<file path="src/design/rato_pkg.sv">
// Rotor angle tracking observer: shared types and constants.
// Command and status records between the controller and the datapath.
// No dependencies.
`timescale 1ns / 1ps

package rato_pkg;

  localparam int DATA_W     = 16;
  localparam int CFG_IDX_W  = 4;
  localparam int CFG_DATA_W = 16;

  localparam logic signed [15:0] S16_MAX = 16'sh7fff;
  localparam logic signed [31:0] S32_MAX = 32'sh7fffffff;

  // gain boost divider: |speed| * mult dividend, 15-bit divisor
  localparam int DIVIDEND_W = 30;
  localparam int DIVISOR_W  = 15;

  typedef enum logic [CFG_IDX_W-1:0] {
    CFG_KP_GAIN      = 4'd0,
    CFG_KI_GAIN      = 4'd1,
    CFG_KD_GAIN_BASE = 4'd2,
    CFG_KP_SHIFT     = 4'd3,
    CFG_KI_SHIFT     = 4'd4,
    CFG_KD_SHIFT     = 4'd5,
    CFG_SPEED_MULT   = 4'd6,
    CFG_SPEED_DIV    = 4'd7
  } cfg_idx_e;

  typedef enum logic [3:0] {
    MUL_NONE,
    MUL_TT,
    MUL_C3T2,
    MUL_PT2,
    MUL_TP,
    MUL_MAG,
    MUL_BG,
    MUL_KP,
    MUL_KI
  } mul_op_e;

  typedef enum logic [3:0] {
    WB_NONE,
    WB_T2,
    WB_P1,
    WB_P2,
    WB_P3,
    WB_SIN,
    WB_MAG,
    WB_KD,
    WB_KP,
    WB_KI
  } wb_op_e;

  typedef struct packed {
    logic    load_in;
    logic    clr;
    logic    sine_idx;
    mul_op_e mul_op;
    wb_op_e  wb_op;
    logic    gain;
    logic    upd1;
    logic    upd2;
    logic    est1;
    logic    est2;
    logic    out_load;
  } cmd_t;

  typedef struct packed {
    logic kind_clear;
    logic div_done;
  } status_t;

endpackage

</file>
<file path="src/design/rato_if.sv">
// Rotor angle tracking observer: valid/ready channel interfaces.
// Input item, result item and configuration write channels.
// Depends on rato_pkg.
`timescale 1ns / 1ps

interface rato_in_if;
  import rato_pkg::*;
  logic                     valid;
  logic                     ready;
  logic                     kind;
  logic signed [DATA_W-1:0] hall_angle;
  logic signed [DATA_W-1:0] hall_speed;
  logic signed [DATA_W-1:0] drive_torque;
  modport source (output valid, kind, hall_angle, hall_speed, drive_torque, input ready);
  modport sink   (input valid, kind, hall_angle, hall_speed, drive_torque, output ready);
endinterface

interface rato_out_if;
  import rato_pkg::*;
  logic                     valid;
  logic                     ready;
  logic signed [DATA_W-1:0] est_angle;
  logic signed [DATA_W-1:0] est_speed;
  logic signed [DATA_W-1:0] est_torque;
  modport source (output valid, est_angle, est_speed, est_torque, input ready);
  modport sink   (input valid, est_angle, est_speed, est_torque, output ready);
endinterface

interface rato_cfg_if;
  import rato_pkg::*;
  logic                  valid;
  logic                  ready;
  logic [CFG_IDX_W-1:0]  index;
  logic [CFG_DATA_W-1:0] data;
  modport source (output valid, index, data, input ready);
  modport sink   (input valid, index, data, output ready);
endinterface

</file>
<file path="src/design/rato_div.sv">
// Rotor angle tracking observer: restoring divider, one quotient bit per cycle.
// Used for the speed-dependent gain boost. Depends on rato_pkg.
`timescale 1ns / 1ps

module rato_div (
  input  logic                              clk_i,
  input  logic                              rst_ni,
  input  logic                              start_i,
  input  logic [rato_pkg::DIVIDEND_W-1:0]   dividend_i,
  input  logic [rato_pkg::DIVISOR_W-1:0]    divisor_i,
  output logic [rato_pkg::DIVIDEND_W-1:0]   quot_o,
  output logic                              done_o
);
  import rato_pkg::*;

  localparam int CNT_W = $clog2(DIVIDEND_W);

  logic [CNT_W-1:0]      count_q;
  logic                  busy_q, done_q;
  logic [DIVIDEND_W-1:0] quo_q;
  logic [DIVISOR_W-1:0]  rem_q, div_q;
  logic [DIVISOR_W:0]    rem_sh, rem_sub;
  logic                  ge;

  assign rem_sh  = {rem_q, quo_q[DIVIDEND_W-1]};
  assign ge      = rem_sh >= {1'b0, div_q};
  assign rem_sub = rem_sh - {1'b0, div_q};

  always_ff @(posedge clk_i or negedge rst_ni) begin
    if (!rst_ni) begin
      count_q <= '0;
      busy_q  <= 1'b0;
      done_q  <= 1'b0;
    end else if (start_i) begin
      count_q <= CNT_W'(DIVIDEND_W - 1);
      busy_q  <= 1'b1;
      done_q  <= 1'b0;
    end else if (busy_q) begin
      if (count_q == '0) begin
        busy_q <= 1'b0;
        done_q <= 1'b1;
      end else begin
        count_q <= count_q - 1'b1;
      end
    end
  end

  always_ff @(posedge clk_i) begin
    if (start_i) begin
      quo_q <= dividend_i;
      rem_q <= '0;
      div_q <= divisor_i;
    end else if (busy_q) begin
      quo_q <= {quo_q[DIVIDEND_W-2:0], ge};
      rem_q <= ge ? rem_sub[DIVISOR_W-1:0] : rem_sh[DIVISOR_W-1:0];
    end
  end

  assign quot_o = quo_q;
  assign done_o = done_q;

endmodule

</file>
<file path="src/design/rato_dp.sv">
// Rotor angle tracking observer: datapath.
// Config registers, accumulators, shared multiplier, sine polynomial, estimate
// conversion; instantiates rato_div. Depends on rato_pkg.
`timescale 1ns / 1ps

module rato_dp #(
  parameter int SINE_TABLE_BITS = 10
) (
  input  logic                                clk_i,
  input  logic                                rst_ni,
  input  rato_pkg::cmd_t                      cmd_i,
  output rato_pkg::status_t                   status_o,
  input  logic                                kind_i,
  input  logic signed [rato_pkg::DATA_W-1:0]  hall_angle_i,
  input  logic signed [rato_pkg::DATA_W-1:0]  hall_speed_i,
  input  logic signed [rato_pkg::DATA_W-1:0]  drive_torque_i,
  input  logic                                cfg_we_i,
  input  logic [rato_pkg::CFG_IDX_W-1:0]      cfg_index_i,
  input  logic [rato_pkg::CFG_DATA_W-1:0]     cfg_data_i,
  output logic signed [rato_pkg::DATA_W-1:0]  est_angle_o,
  output logic signed [rato_pkg::DATA_W-1:0]  est_speed_o,
  output logic signed [rato_pkg::DATA_W-1:0]  est_torque_o
);
  import rato_pkg::*;

  localparam int QW  = SINE_TABLE_BITS - 2;
  localparam int TSH = 17 - SINE_TABLE_BITS;

  localparam logic [15:0] SIN_C0 = 16'd51472;
  localparam logic [15:0] SIN_C1 = 16'd21167;
  localparam logic [15:0] SIN_C2 = 16'd2611;
  localparam logic [15:0] SIN_C3 = 16'd153;

  localparam logic signed [31:0] GAIN_LIM = 32'sd32767;
  localparam logic signed [34:0] SAT_HI   = 35'(S32_MAX);
  localparam logic signed [34:0] SAT_LO   = -SAT_HI;
  localparam logic [32:0]        SCALE    = 33'd32767;

  function automatic logic signed [31:0] sat_acc(input logic signed [34:0] v);
    if (v > SAT_HI) return S32_MAX;
    if (v < SAT_LO) return -S32_MAX;
    return v[31:0];
  endfunction

  // configuration
  logic signed [15:0]    kp_gain_q, ki_gain_q, kd_gain_base_q;
  logic [4:0]            kp_shift_q, ki_shift_q, kd_shift_q;
  logic [DIVISOR_W-1:0]  speed_mult_q, speed_div_q, div_eff;

  // observer state
  logic [31:0]        angle_acc_q, speed_acc_q, torque_acc_q;
  logic signed [15:0] angle_est_q, speed_est_q, torque_est_q;

  // item and working registers
  logic               kind_q;
  logic signed [15:0] hall_angle_q, hall_speed_q, drive_torque_q;
  logic [15:0]        t_q, t2_q, p_q;
  logic               sin_neg_q;
  logic signed [15:0] e_q, bg_q;
  logic signed [35:0] prod_q;
  logic signed [31:0] term_a_q, term_s_q, term_t_q;
  logic signed [34:0] tmp_s_q;
  logic [31:0]        x_q  [3];
  logic [16:0]        q0_q [3];
  logic               neg_q[3];
  logic signed [15:0] out_angle_q, out_speed_q, out_torque_q;

  // sine argument
  logic [15:0]                diff;
  logic [SINE_TABLE_BITS-1:0] idx;
  logic [QW-1:0]              q_lo;
  logic [QW:0]                q_ref;
  logic [15:0]                t_d;

  assign diff  = hall_angle_q - angle_est_q;
  assign idx   = diff[15 -: SINE_TABLE_BITS];
  assign q_lo  = idx[QW-1:0];
  assign q_ref = idx[QW] ? ({1'b1, {QW{1'b0}}} - {1'b0, q_lo}) : {1'b0, q_lo};
  assign t_d   = {q_ref, {TSH{1'b0}}};

  // shared multiplier
  logic [15:0]        spd_mag;
  logic signed [17:0] mul_a, mul_b;
  logic signed [35:0] prod_d;
  logic [15:0]        prod_hi, sin_mag;
  logic signed [15:0] e_d;

  assign spd_mag = speed_est_q[15] ? 16'(-speed_est_q) : 16'(speed_est_q);

  always_comb begin
    unique case (cmd_i.mul_op)
      MUL_TT:   begin mul_a = $signed({2'b00, t_q});  mul_b = $signed({2'b00, t_q});  end
      MUL_C3T2: begin mul_a = $signed({2'b00, SIN_C3}); mul_b = $signed({2'b00, t2_q}); end
      MUL_PT2:  begin mul_a = $signed({2'b00, p_q});  mul_b = $signed({2'b00, t2_q}); end
      MUL_TP:   begin mul_a = $signed({2'b00, t_q});  mul_b = $signed({2'b00, p_q});  end
      MUL_MAG:  begin
        mul_a = $signed({2'b00, spd_mag});
        mul_b = $signed({3'b000, speed_mult_q});
      end
      MUL_BG:   begin mul_a = 18'(bg_q);      mul_b = 18'(e_q); end
      MUL_KP:   begin mul_a = 18'(kp_gain_q); mul_b = 18'(e_q); end
      MUL_KI:   begin mul_a = 18'(ki_gain_q); mul_b = 18'(e_q); end
      default:  begin mul_a = '0; mul_b = '0; end
    endcase
  end

  assign prod_d  = mul_a * mul_b;
  assign prod_hi = prod_q[30:15];
  assign sin_mag = (prod_hi > 16'(S16_MAX)) ? 16'(S16_MAX) : prod_hi;
  assign e_d     = sin_neg_q ? -$signed(sin_mag) : $signed(sin_mag);

  // gain boost divider
  logic [DIVIDEND_W-1:0] div_quot;
  logic                  div_done;

  assign div_eff = (speed_div_q == '0) ? DIVISOR_W'(1) : speed_div_q;

  rato_div u_div (
    .clk_i      (clk_i),
    .rst_ni     (rst_ni),
    .start_i    (cmd_i.wb_op == WB_MAG),
    .dividend_i (prod_q[DIVIDEND_W-1:0]),
    .divisor_i  (div_eff),
    .quot_o     (div_quot),
    .done_o     (div_done)
  );

  logic signed [31:0] bg_sum;
  logic signed [15:0] bg_d;

  assign bg_sum = $signed({2'b00, div_quot}) + 32'(kd_gain_base_q);
  assign bg_d   = (bg_sum > GAIN_LIM) ? 16'(GAIN_LIM) :
                  (bg_sum < -GAIN_LIM) ? 16'(-GAIN_LIM) : bg_sum[15:0];

  // accumulator update
  logic signed [31:0] oa, os, ot, na, ns, nt;
  logic signed [34:0] dt35, tmp_s_d;
  logic signed [31:0] ha32, hs32;

  assign oa      = $signed(angle_acc_q);
  assign os      = $signed(speed_acc_q);
  assign ot      = $signed(torque_acc_q);
  assign dt35    = 35'(drive_torque_q);
  assign na      = oa + os + term_a_q;
  assign tmp_s_d = 35'(os) - 35'(ot) + ((dt35 <<< 15) - dt35);
  assign nt      = sat_acc(35'(ot) + 35'(term_t_q));
  assign ns      = sat_acc(tmp_s_q + 35'(term_s_q));
  assign ha32    = 32'(hall_angle_q);
  assign hs32    = 32'(hall_speed_q);

  // accumulator over 32767, toward zero: estimate then one correction
  logic [31:0] acc_v [3];
  logic [31:0] x_d   [3];
  logic [32:0] sum_d [3];
  logic [32:0] rem_d [3];
  logic [16:0] q_d   [3];
  logic [15:0] est_d [3];

  assign acc_v[0] = angle_acc_q;
  assign acc_v[1] = speed_acc_q;
  assign acc_v[2] = torque_acc_q;

  always_comb begin
    for (int i = 0; i < 3; i++) begin
      x_d[i]   = acc_v[i][31] ? -acc_v[i] : acc_v[i];
      sum_d[i] = {1'b0, x_d[i]} + 33'(x_d[i] >> 15) + 33'd1;
      rem_d[i] = {1'b0, x_q[i]} + 33'(q0_q[i]) - 33'({q0_q[i], 15'b0});
      q_d[i]   = q0_q[i] + 17'(rem_d[i] >= SCALE);
      est_d[i] = neg_q[i] ? 16'(-q_d[i]) : q_d[i][15:0];
    end
  end

  // config and observer state
  always_ff @(posedge clk_i or negedge rst_ni) begin
    if (!rst_ni) begin
      kp_gain_q      <= '0;
      ki_gain_q      <= '0;
      kd_gain_base_q <= '0;
      kp_shift_q     <= '0;
      ki_shift_q     <= '0;
      kd_shift_q     <= '0;
      speed_mult_q   <= '0;
      speed_div_q    <= DIVISOR_W'(1);
      angle_acc_q    <= '0;
      speed_acc_q    <= '0;
      torque_acc_q   <= '0;
      angle_est_q    <= '0;
      speed_est_q    <= '0;
      torque_est_q   <= '0;
    end else begin
      if (cfg_we_i) begin
        unique case (cfg_index_i)
          CFG_KP_GAIN:      kp_gain_q      <= $signed(cfg_data_i);
          CFG_KI_GAIN:      ki_gain_q      <= $signed(cfg_data_i);
          CFG_KD_GAIN_BASE: kd_gain_base_q <= $signed(cfg_data_i);
          CFG_KP_SHIFT:     kp_shift_q     <= cfg_data_i[4:0];
          CFG_KI_SHIFT:     ki_shift_q     <= cfg_data_i[4:0];
          CFG_KD_SHIFT:     kd_shift_q     <= cfg_data_i[4:0];
          CFG_SPEED_MULT:   speed_mult_q   <= cfg_data_i[DIVISOR_W-1:0];
          CFG_SPEED_DIV:    speed_div_q    <= cfg_data_i[DIVISOR_W-1:0];
          default: ;
        endcase
      end
      if (cmd_i.clr) begin
        angle_acc_q  <= (ha32 <<< 15) - ha32;
        speed_acc_q  <= (hs32 <<< 15) - hs32;
        torque_acc_q <= '0;
        angle_est_q  <= hall_angle_q;
        speed_est_q  <= hall_speed_q;
        torque_est_q <= '0;
      end
      if (cmd_i.upd1) begin
        angle_acc_q  <= na;
        torque_acc_q <= nt;
      end
      if (cmd_i.upd2) begin
        speed_acc_q <= ns;
      end
      if (cmd_i.est2) begin
        angle_est_q  <= $signed(est_d[0]);
        speed_est_q  <= $signed(est_d[1]);
        torque_est_q <= $signed(est_d[2]);
      end
    end
  end

  // working registers
  always_ff @(posedge clk_i) begin
    if (cmd_i.load_in) begin
      kind_q         <= kind_i;
      hall_angle_q   <= hall_angle_i;
      hall_speed_q   <= hall_speed_i;
      drive_torque_q <= drive_torque_i;
    end
    if (cmd_i.sine_idx) begin
      t_q       <= t_d;
      sin_neg_q <= idx[QW+1];
    end
    if (cmd_i.mul_op != MUL_NONE) begin
      prod_q <= prod_d;
    end
    case (cmd_i.wb_op)
      WB_T2:   t2_q     <= prod_hi;
      WB_P1:   p_q      <= SIN_C2 - prod_hi;
      WB_P2:   p_q      <= SIN_C1 - prod_hi;
      WB_P3:   p_q      <= SIN_C0 - prod_hi;
      WB_SIN:  e_q      <= e_d;
      WB_KD:   term_a_q <= $signed(prod_q[31:0]) >>> kd_shift_q;
      WB_KP:   term_s_q <= $signed(prod_q[31:0]) >>> kp_shift_q;
      WB_KI:   term_t_q <= $signed(prod_q[31:0]) >>> ki_shift_q;
      default: ;
    endcase
    if (cmd_i.gain) begin
      bg_q <= bg_d;
    end
    if (cmd_i.upd1) begin
      tmp_s_q <= tmp_s_d;
    end
    if (cmd_i.est1) begin
      for (int i = 0; i < 3; i++) begin
        x_q[i]   <= x_d[i];
        q0_q[i]  <= sum_d[i][31:15];
        neg_q[i] <= acc_v[i][31];
      end
    end
    if (cmd_i.out_load) begin
      out_angle_q  <= angle_est_q;
      out_speed_q  <= speed_est_q;
      out_torque_q <= torque_est_q;
    end
  end

  assign status_o.kind_clear = kind_q;
  assign status_o.div_done   = div_done;

  assign est_angle_o  = out_angle_q;
  assign est_speed_o  = out_speed_q;
  assign est_torque_o = out_torque_q;

endmodule

</file>
<file path="src/design/rato_ctrl.sv">
// Rotor angle tracking observer: controller state machine.
// Sequences the datapath and owns the input and result channel handshakes. Depends on rato_pkg.
`timescale 1ns / 1ps

module rato_ctrl (
  input  logic              clk_i,
  input  logic              rst_ni,
  input  logic              in_valid_i,
  output logic              in_ready_o,
  output logic              out_valid_o,
  input  logic              out_ready_i,
  input  rato_pkg::status_t status_i,
  output rato_pkg::cmd_t    cmd_o
);
  import rato_pkg::*;

  typedef enum logic [4:0] {
    ST_IDLE, ST_DECODE, ST_CLEAR, ST_SIDX,
    ST_S1, ST_S2, ST_S3, ST_S4, ST_S5, ST_S6, ST_S7, ST_S8, ST_S9, ST_S10,
    ST_WDIV, ST_GAIN, ST_K1, ST_K2, ST_K3, ST_K4,
    ST_U1, ST_U2, ST_E1, ST_E2, ST_OUT
  } state_e;

  state_e state_q, state_d;
  logic   out_valid_q;
  logic   out_free;

  assign out_free   = !out_valid_q || out_ready_i;
  assign in_ready_o = (state_q == ST_IDLE);

  always_comb begin
    state_d        = state_q;
    cmd_o.load_in  = 1'b0;
    cmd_o.clr      = 1'b0;
    cmd_o.sine_idx = 1'b0;
    cmd_o.mul_op   = MUL_NONE;
    cmd_o.wb_op    = WB_NONE;
    cmd_o.gain     = 1'b0;
    cmd_o.upd1     = 1'b0;
    cmd_o.upd2     = 1'b0;
    cmd_o.est1     = 1'b0;
    cmd_o.est2     = 1'b0;
    cmd_o.out_load = 1'b0;
    unique case (state_q)
      ST_IDLE: begin
        if (in_valid_i) begin
          cmd_o.load_in = 1'b1;
          state_d       = ST_DECODE;
        end
      end
      ST_DECODE: state_d = status_i.kind_clear ? ST_CLEAR : ST_SIDX;
      ST_CLEAR: begin cmd_o.clr = 1'b1; state_d = ST_OUT; end
      ST_SIDX:  begin cmd_o.sine_idx = 1'b1; state_d = ST_S1; end
      ST_S1:    begin cmd_o.mul_op = MUL_TT; state_d = ST_S2; end
      ST_S2: begin
        cmd_o.wb_op  = WB_T2;
        cmd_o.mul_op = MUL_MAG;
        state_d      = ST_S3;
      end
      ST_S3: begin
        cmd_o.wb_op  = WB_MAG;
        cmd_o.mul_op = MUL_C3T2;
        state_d      = ST_S4;
      end
      ST_S4:  begin cmd_o.wb_op = WB_P1;   state_d = ST_S5;  end
      ST_S5:  begin cmd_o.mul_op = MUL_PT2; state_d = ST_S6; end
      ST_S6:  begin cmd_o.wb_op = WB_P2;   state_d = ST_S7;  end
      ST_S7:  begin cmd_o.mul_op = MUL_PT2; state_d = ST_S8; end
      ST_S8:  begin cmd_o.wb_op = WB_P3;   state_d = ST_S9;  end
      ST_S9:  begin cmd_o.mul_op = MUL_TP; state_d = ST_S10; end
      ST_S10: begin cmd_o.wb_op = WB_SIN;  state_d = ST_WDIV; end
      ST_WDIV: begin
        if (status_i.div_done) state_d = ST_GAIN;
      end
      ST_GAIN: begin cmd_o.gain = 1'b1; state_d = ST_K1; end
      ST_K1:   begin cmd_o.mul_op = MUL_BG; state_d = ST_K2; end
      ST_K2: begin
        cmd_o.wb_op  = WB_KD;
        cmd_o.mul_op = MUL_KP;
        state_d      = ST_K3;
      end
      ST_K3: begin
        cmd_o.wb_op  = WB_KP;
        cmd_o.mul_op = MUL_KI;
        state_d      = ST_K4;
      end
      ST_K4: begin cmd_o.wb_op = WB_KI; state_d = ST_U1; end
      ST_U1: begin cmd_o.upd1 = 1'b1;  state_d = ST_U2; end
      ST_U2: begin cmd_o.upd2 = 1'b1;  state_d = ST_E1; end
      ST_E1: begin cmd_o.est1 = 1'b1;  state_d = ST_E2; end
      ST_E2: begin cmd_o.est2 = 1'b1;  state_d = ST_OUT; end
      ST_OUT: begin
        if (out_free) begin
          cmd_o.out_load = 1'b1;
          state_d        = ST_IDLE;
        end
      end
      default: state_d = ST_IDLE;
    endcase
  end

  always_ff @(posedge clk_i or negedge rst_ni) begin
    if (!rst_ni) begin
      state_q     <= ST_IDLE;
      out_valid_q <= 1'b0;
    end else begin
      state_q <= state_d;
      if (cmd_o.out_load) begin
        out_valid_q <= 1'b1;
      end else if (out_ready_i) begin
        out_valid_q <= 1'b0;
      end
    end
  end

  assign out_valid_o = out_valid_q;

endmodule

</file>
<file path="src/design/rotor_angle_tracking_observer_top.sv">
// Rotor angle tracking observer, top level.
// Channel    Dir  Handshake     Payload
// in_i       in   valid/ready   kind, hall_angle, hall_speed, drive_torque
// out_o      out  valid/ready   est_angle, est_speed, est_torque
// cfg_i      in   valid/ready   index (4 b), data (16 b); ready always high
// A step item takes longer than a clear item to reach a valid result; the step
// time is set by the bit-serial divider of the gain boost.
// One item is in work at a time; the next is accepted while a result waits.
// A result that is not taken stalls only the final load of the next item.
// Reset is asynchronous, active low; no clearing pass. Depends on rato_pkg,
// rato_if, rato_ctrl, rato_dp.
`timescale 1ns / 1ps

module rotor_angle_tracking_observer_top #(
  parameter int SINE_TABLE_BITS = 10
) (
  input  logic  clk_i,
  input  logic  rst_ni,
  rato_in_if.sink    in_i,
  rato_out_if.source out_o,
  rato_cfg_if.sink   cfg_i
);
  import rato_pkg::*;

  cmd_t    cmd;
  status_t status;

  assign cfg_i.ready = 1'b1;

  rato_ctrl u_ctrl (
    .clk_i       (clk_i),
    .rst_ni      (rst_ni),
    .in_valid_i  (in_i.valid),
    .in_ready_o  (in_i.ready),
    .out_valid_o (out_o.valid),
    .out_ready_i (out_o.ready),
    .status_i    (status),
    .cmd_o       (cmd)
  );

  rato_dp #(
    .SINE_TABLE_BITS (SINE_TABLE_BITS)
  ) u_dp (
    .clk_i          (clk_i),
    .rst_ni         (rst_ni),
    .cmd_i          (cmd),
    .status_o       (status),
    .kind_i         (in_i.kind),
    .hall_angle_i   (in_i.hall_angle),
    .hall_speed_i   (in_i.hall_speed),
    .drive_torque_i (in_i.drive_torque),
    .cfg_we_i       (cfg_i.valid & cfg_i.ready),
    .cfg_index_i    (cfg_i.index),
    .cfg_data_i     (cfg_i.data),
    .est_angle_o    (out_o.est_angle),
    .est_speed_o    (out_o.est_speed),
    .est_torque_o   (out_o.est_torque)
  );

  a_one_item: assert property (@(posedge clk_i) disable iff (!rst_ni)
    (in_i.valid && in_i.ready) |=> !in_i.ready)
    else $error("item accepted while another is in work");

  a_no_overwrite: assert property (@(posedge clk_i) disable iff (!rst_ni)
    cmd.out_load |-> (!out_o.valid || out_o.ready))
    else $error("result register overwritten before it was taken");

  a_gain_after_div: assert property (@(posedge clk_i) disable iff (!rst_ni)
    cmd.gain |-> status.div_done)
    else $error("gain boost taken before the divider finished");

  a_accept_loads: assert property (@(posedge clk_i) disable iff (!rst_ni)
    (in_i.valid && in_i.ready) |-> cmd.load_in)
    else $error("accepted item not captured");

endmodule
</file>
<file path="src/flat_wrapper.sv">
// flat-port wrapper written by rule: the top's interface ports become plain ports
module rotor_angle_tracking_observer_top_flat import rato_pkg::*;
#(
  parameter int SINE_TABLE_BITS = 10
)
  (clk_i, rst_ni, in_i_valid, in_i_kind, in_i_hall_angle, in_i_hall_speed, in_i_drive_torque, in_i_ready, out_o_valid, out_o_est_angle, out_o_est_speed, out_o_est_torque, out_o_ready, cfg_i_valid, cfg_i_index, cfg_i_data, cfg_i_ready);
  rato_in_if in_i_i ();
  rato_out_if out_o_i ();
  rato_cfg_if cfg_i_i ();
  input  logic clk_i;
  input  logic rst_ni;
  input wire logic [$bits(in_i_i.valid)-1:0] in_i_valid;
  input wire logic [$bits(in_i_i.kind)-1:0] in_i_kind;
  input wire logic [$bits(in_i_i.hall_angle)-1:0] in_i_hall_angle;
  input wire logic [$bits(in_i_i.hall_speed)-1:0] in_i_hall_speed;
  input wire logic [$bits(in_i_i.drive_torque)-1:0] in_i_drive_torque;
  output wire logic [$bits(in_i_i.ready)-1:0] in_i_ready;
  output wire logic [$bits(out_o_i.valid)-1:0] out_o_valid;
  output wire logic [$bits(out_o_i.est_angle)-1:0] out_o_est_angle;
  output wire logic [$bits(out_o_i.est_speed)-1:0] out_o_est_speed;
  output wire logic [$bits(out_o_i.est_torque)-1:0] out_o_est_torque;
  input wire logic [$bits(out_o_i.ready)-1:0] out_o_ready;
  input wire logic [$bits(cfg_i_i.valid)-1:0] cfg_i_valid;
  input wire logic [$bits(cfg_i_i.index)-1:0] cfg_i_index;
  input wire logic [$bits(cfg_i_i.data)-1:0] cfg_i_data;
  output wire logic [$bits(cfg_i_i.ready)-1:0] cfg_i_ready;
  assign in_i_i.valid = in_i_valid;
  assign in_i_i.kind = in_i_kind;
  assign in_i_i.hall_angle = in_i_hall_angle;
  assign in_i_i.hall_speed = in_i_hall_speed;
  assign in_i_i.drive_torque = in_i_drive_torque;
  assign in_i_ready = in_i_i.ready;
  assign out_o_valid = out_o_i.valid;
  assign out_o_est_angle = out_o_i.est_angle;
  assign out_o_est_speed = out_o_i.est_speed;
  assign out_o_est_torque = out_o_i.est_torque;
  assign out_o_i.ready = out_o_ready;
  assign cfg_i_i.valid = cfg_i_valid;
  assign cfg_i_i.index = cfg_i_index;
  assign cfg_i_i.data = cfg_i_data;
  assign cfg_i_ready = cfg_i_i.ready;
  rotor_angle_tracking_observer_top #(.SINE_TABLE_BITS(SINE_TABLE_BITS)) u_core (.clk_i(clk_i), .rst_ni(rst_ni), .in_i(in_i_i), .out_o(out_o_i), .cfg_i(cfg_i_i));
endmodule
</file>
<file path="config.mk">
export PLATFORM = sky130hd
export DESIGN_NAME = rotor_angle_tracking_observer_top_flat
export DESIGN_NICKNAME = d
export VERILOG_FILES = /design/src/design/rato_pkg.sv /design/src/design/rato_if.sv /design/src/design/rato_div.sv /design/src/design/rato_dp.sv /design/src/design/rato_ctrl.sv /design/src/design/rotor_angle_tracking_observer_top.sv /design/src/flat_wrapper.sv
export SDC_FILE = /design/constraint.sdc
export NUM_CORES = 2
export LEC_CHECK = 0
export BUFFER_PORTS_ARGS = -buffer_cell sky130_fd_sc_hd__buf_2
export CAP_MARGIN = 40
export CELL_PAD_IN_SITES_DETAIL_PLACEMENT = 1
export CELL_PAD_IN_SITES_GLOBAL_PLACEMENT = 2
export CORE_ASPECT_RATIO = 0.7
export CORE_MARGIN = 4
export CORE_UTILIZATION = 45
export DETAILED_ROUTE_END_ITERATION = 8
export PLACE_DENSITY_LB_ADDON = 0.08
export SLEW_MARGIN = 20
export SYNTH_ARGS = -nofsm -noshare
export SYNTH_HDL_FRONTEND = slang
export SYNTH_SLANG_ARGS = --single-unit
</file>
<file path="constraint.sdc">
create_clock -name clk_i -period 19.5 [get_ports clk_i]
set_input_delay 1.95 -clock clk_i [delete_from_list [all_inputs] [get_ports clk_i]]
set_output_delay 1.95 -clock clk_i [all_outputs]
set_load 0.1 [all_outputs]
</file>
Word-level counts from Yosys, hierarchy flattened. Memories as Yosys holds them, arrays and structs flattened. Index checks and enable logic that the tools add are counted.

Flip-flop bits (word level): 644. Bits of input ports: 74. Output and inout port bits: 51. Memories: 3. Memory bits (writable): 150. Logic and storage cells: 257.

Magnitude comparators: 11. Shift-type cells: 3. Mux-type cells: 74. $mul: 1. Add/subtract/negate cells: 40. Reduce and logical (&&, ||, !) cells: 31. Equal/unequal tests: 52.

Memories: u_core.u_dp.x_q (words 3, bits a word 32, rd ports 3, clocked after memory_dff 0, wr ports 3, line rato_dp.sv:63) `logic [31:0] x_q [3];`; u_core.u_dp.q0_q (words 3, bits a word 17, rd ports 3, clocked after memory_dff 0, wr ports 3, line rato_dp.sv:64) `logic [16:0] q0_q [3];`; u_core.u_dp.neg_q (words 3, bits a word 1, rd ports 3, clocked after memory_dff 0, wr ports 3, line rato_dp.sv:65) `logic neg_q[3];`.

Operators with widths (count): $mux W32 (17); $mux W16 (13); $pmux W18 S7 (1); $pmux W5 S24 (1); $add A32 B17 Y33 (3); $ge A33 B15 Y1 const B (3); $sub A33 B32 Y33 (3); $add A32 B1 Y32 const B (3); $add A32 B17 Y32 (3); $neg A32 Y32 (3); $sshr A32 B5 Y32 (3); $sub A31 B16 Y32 (3); $pmux W18 S5 (1); $neg A16 Y16 (5); $add A32 B32 Y32 (2); $mux W30 (2); $add A16 B1 Y16 (3); $eq A4 B3 Y1 const B (12); $pmux W16 S3 (1); $eq A5 B5 Y1 const B (9); $eq A5 B4 Y1 const B (8); $pmux W4 S9 (1); $add A35 B32 Y35 (1); $gt A35 B32 Y1 const B (1); other kinds (44) (110).

Logic depth before layout (Yosys ltp). An unclocked memory read counts as a cell.

Depth in word-level cells: 8. Depth in mapped cells: 37. Mapped depth without buffers: 34.

Modules after synthesis. A second synthesis with hierarchy kept.

Cells, all modules: 7673. Area, all modules: 72092.9 sq um.

Modules (own cells, without submodules): rato_dp (cells an instance 7285, instances 1, sequential area each 20435.8 sq um, area each 67911.4 sq um); rato_div (cells an instance 299, instances 1, sequential area each 1826.8 sq um, area each 3490.8 sq um); rato_ctrl (cells an instance 87, instances 1, sequential area each 150.1 sq um, area each 679.4 sq um); rotor_angle_tracking_observer_top (cells an instance 2, instances 1, sequential area each 0.0 sq um, area each 11.3 sq um).

Least setup slack after synthesis. OpenSTA, ideal clock, no wires.

Path kind: register -> register. Start: register u_core.u_ctrl.state_q[2]. End: register u_core.u_dp.prod_q[30], data pin. Data arrival time: 8862 ps. Path slack: 10380 ps. Stages on the path, launching flop included: 33. Clock period less this slack: 9120 ps. Path buffers: 2. Library setup time: 258 ps. Data required time: 19242 ps. Cells stage by stage: dfrtp_1 clkbuf_1 nor2_1 nand2_1 nor2_1 clkbuf_1 a22oi_1 nand2_1 a2111oi_0 nor2_1 fa_1 inv_1 fa_1 fa_1 fa_1 inv_1 fa_1 inv_1 fa_1 inv_1 ha_1 a21o_1 a21o_1 a21oi_1 o31ai_1 o41ai_1 o31ai_1 a21o_1 a21oi_1 o21a_1 o21bai_1 a21oi_1 xnor2_1.

Cells in the longest elaborated chain, start to end: 7. Elaborated cells between the ends (all ways): 25.

RTL lines: start, declared (line rato_ctrl.sv:24) `state_e state_q, state_d;`; start signal, assigned (line rato_ctrl.sv:107) `state_q <= state_d;`; $eq A5 B4 Y1 (line rato_ctrl.sv:44) `unique case (state_q)`; $reduce_or A2 Y1 (no line); $pmux W4 S8 * (line rato_ctrl.sv:44); $eq A4 B4 Y1, or another cell as far along (line rato_dp.sv:91) `unique case (cmd_i.mul_op)`; $reduce_or A3 Y1 (no line) / $reduce_or A2 Y1 (equally long branches); $pmux W18 S5 / $pmux W18 S7 (equally long branches) (line rato_dp.sv:91); $mul A18 B18 Y32 * (line rato_dp.sv:107) `assign prod_d = mul_a * mul_b;`; named net u_core.u_dp.prod_d[30] (line rato_dp.sv:84) `logic signed [35:0] prod_d;`; end signal, assigned (line rato_dp.sv:240) `prod_q <= prod_d;`; end, declared (line rato_dp.sv:60) `logic signed [35:0] prod_q;`.

Mark *: on every way through the listed nets, which the timed path passes. The rest lies on a longest branch. A chain may end at the register's enable or synchronous reset.

Worst setup path in the final report.
Start: register u_core.u_ctrl.state_q[4]. End: register u_core.u_dp.prod_q[30], data pin.

The elaborated chain is that of the path after synthesis.

==> metrics <==
status completed; P&R area growth vs syn 9.40%; area share of the largest cell type after synthesis 22.2%; Simple-Gate Fraction of Synth Area 13.9%; RePlAce Congestion 0.934; largest family of logic cells by synthesized area adder cells; number of synthesized flops with an enable pin 528; Worst setup SP type register; vias in the first global route 60420; Slew Limit Fails 0; Slew HR 37.0%; pin count of the biggest net entering global routing 151; Routed WL 263000 um; Worst path slowest cell and2_1; IO buf count 123; Post-CTS Setup Bufs 0; worst IR drop on VDD 0.0614 mV; first-pass GRT wire length 394000 um; Worst Path Required 20.00 ns; CP Capture Type register; fin crit period 9.80 ns; post-synthesis register bit count 793; H-tree depth 3; DRC Markers 0; clock sinks 793; Post-DRT Antenna Nets 0; post-synthesis adder-cell area fraction 20.8%; clk_skew 0.0326 ns; CP Max Fanout 17; Syn Area/Cell 9.33 um2; kind of critical path register to register; final setup TNS 0 ns; Pwr Density 58.3 nW/um2; die height 342 um; leading area contributor after synthesis edfxtp_1; via count 59735; GRT Overall Usage 31.3%; CTS hold repair buffers 0; Initial Util 45.3%; non-filler cells in the finished layout 9885; mapped cell area 71500 um2; DP HPWL 207000 um; max-cap violations 0; GR Overflow Total 0; crit path DAT 10.31 ns; Nets 8724; area fraction in compound gates after synthesis 15.8%; DR pass1 iterations 7; Fmax 102 MHz; Yosys Warn Count 0; clk_lat worst skew 0.75 ns; crit-path max cell delay 0.73 ns; Period Utilization, post-route 50.3%; Final Cell Area 78200 um2; # IOs 125; multiplexer share of the synthesized area 5.42%; xor-xnor portion of the synthesized cell area 6.58%; die width 485 um; Detailed Route Iter0 Violations 5838; Num CTS Buffers 92; Worst Max-Slew Pin Slew 0.937 ns; Placeable Area 158000 um2; placed cell area 74800 um2; Max clock buf depth 3; hold crit path type register to register; Pleak 34.3 nW; CTS Root Cell clkbuf_16; Cell Rows 122; Placed Instances 9693; Syn Inst Count 7664; cts repair resizes 0; ys flop type edfxtp_1; syn nets 8694; final hold vios 0; Worst-path clk slew 0.06 ns; layout cells sized above 1 9.28%; Vias/cell 6.04; initial antenna violation count 17; Synth area leaders edfxtp_1 (22%), fa_1 (11%), ha_1 (10%); sequential area share after synthesis 31.3%; Setup Viol. Count Final 0; Yosys cell types 110; CTS tree yes; WL/cell 26.6 um; asr flop ratio synth 31.5%; setup repair after global routing missed its margin no; die footprint 165000 um2
==> path summary, 6_finish.rpt <==
kind	from	endpoint	slack, ns	cells past startpoint
worst max-delay path	u_core.u_ctrl.state_q[4]	u_core.u_dp.prod_q[30]	9.70	30
worst min-delay path	u_core.u_dp.torque_est_q[9]	u_core.u_dp.est_torque_o[9]	0.45	0
worst max register to register	u_core.u_ctrl.state_q[4]	u_core.u_dp.prod_q[30]	9.70	30
worst min register to register	u_core.u_dp.torque_est_q[9]	u_core.u_dp.est_torque_o[9]	0.45	0
max in group asynchronous	rst_ni	u_core.u_dp.ot[7]	16.17	4
min in group asynchronous	rst_ni	u_core.u_dp.angle_est_q[8]	1.13	1
==> synth_stat cells, types with 17 or more instances <==
cell type  instances
o21bai_1          41
o21ai_0          415
nor3_1           120
clkbuf_1         270
nor4_1            51
or2_2             33
a22o_1            33
nor2_1           593
and2_1            30
edfxtp_1         528
a221oi_1          28
buf_1             37
a22oi_1           38
a21oi_1          471
xnor2_1          374
and3_1            48
nand2b_1         104
nor2b_1           62
o21a_1            55
nor3b_1           21
a21o_1           131
dfrtp_1          249
o21ai_1           25
nand3_1          150
fa_1             381
o41ai_1           17
mux4_2            42
mux2_2           148
a211oi_1          69
inv_1            841
mux2i_1          126
xor2_1           163
o22ai_1           45
a31oi_1           70
or4_1             25
o221ai_1          18
a21boi_0          22
or3_1             44
nand4_1           49
o31ai_1           63
ha_1             575
nand2_1          731
a211o_1           19
o211ai_1          29
==> worst max-delay path: cells and delay by family, from the launching register on <==
| family | cells | cell delay (ns) |
|---|---|---|
| xor+xnor | 1 | 0.14 |
| simple gates | 7 | 2.92 |
| fa+ha+maj | 7 | 3.25 |
| compound gates | 9 | 2.09 |
| buf+inv | 6 | 0.50 |
| flops | 1 | 0.60 |
==> power breakdown <==
part           internal [mW]  leakage [nW]  switching [mW]
clock                   1.06          1.57           0.840
sequential              1.86          7.65          0.0449
combinational          0.298          25.1           0.454
total                   3.22          34.3            1.34
==> logic make-up (layout without fill, tap and decap cells) <==
| family | after synthesis | after routing |
|---|---|---|
| AO/OA/AOI/OAI | 1760 | 1760 |
| XOR/XNOR | 537 | 537 |
| adder cells (fa/ha/maj) | 961 | 961 |
| buffers and inverters | 1166 | 1275 |
| flip-flops | 793 | 793 |
| multiplexers | 316 | 316 |
| other | 1 | 5 |
| AND/OR/NAND/NOR | 2130 | 2130 |
==> per-stage QoR <==
| step | utilization (%) | hold WS, ns | setup slack (ns) | total power, mW |
|---|---|---|---|---|
| 2_1_floorplan | - | 0.424 | 10.38 | 2.45 |
| 3_3_place_gp | 47.1 | 0.436 | 10.00 | 2.63 |
| 3_5_place_dp | 47.3 | 0.436 | 9.78 | 2.66 |
| 4_1_cts | 49.4 | 0.451 | 9.75 | 4.57 |
| 5_1_grt | 49.5 | 0.463 | 9.37 | 4.73 |
| 6_report | 49.5 | 0.450 | 9.70 | 4.56 |
==> layout by cell type (no fill, tap or decap), types with 163 or more instances in the layout <==
cell / n
xnor2_1: 374
o21ai_0: 414
dfrtp_1: 248
fa_1: 381
edfxtp_1: 528
ha_1: 575
a21oi_1: 471
inv_1: 840
xor2_1: 163
nand2_1: 731
nor2_1: 585
==> registers in the layout, summed over array words and instances, names as in the netlist, 30 cells and up <==
signal	flops
u_core.u_dp.x_q	96
u_core.u_dp.q0_q	51
u_core.u_dp.tmp_s_q	34
u_core.u_dp.angle_acc_q	32
u_core.u_dp.os	32
u_core.u_dp.ot	32
u_core.u_dp.prod_q	32
u_core.u_dp.term_a_q	32
u_core.u_dp.term_s_q	32
u_core.u_dp.term_t_q	32
u_core.u_dp.u_div.quot_o	30
==> final cells by class <==
cell class,instances,area [um2]
clock inverters,60,726
diodes,4,10.0
flip-flops and latches,793,22400
inverters,844,3170
repair buffers,258,1900
multi-input cells,5705,44900
well taps,2108,2640
fillers,17923,79700
clock buffers,113,2530
==> layer usage <==
layer,up-vias,global-route usage (%),wire length [um],part of all wire (%)
li1,26994,-,-,-
met1,30415,48.6,127000,48
met2,2028,44.8,107000,41
met3,294,6.32,22500,8.6
met4,4,6.33,5380,2.0
met5,-,0.551,141,0.054
Note: power is estimated with default switching activity, not from simulation.
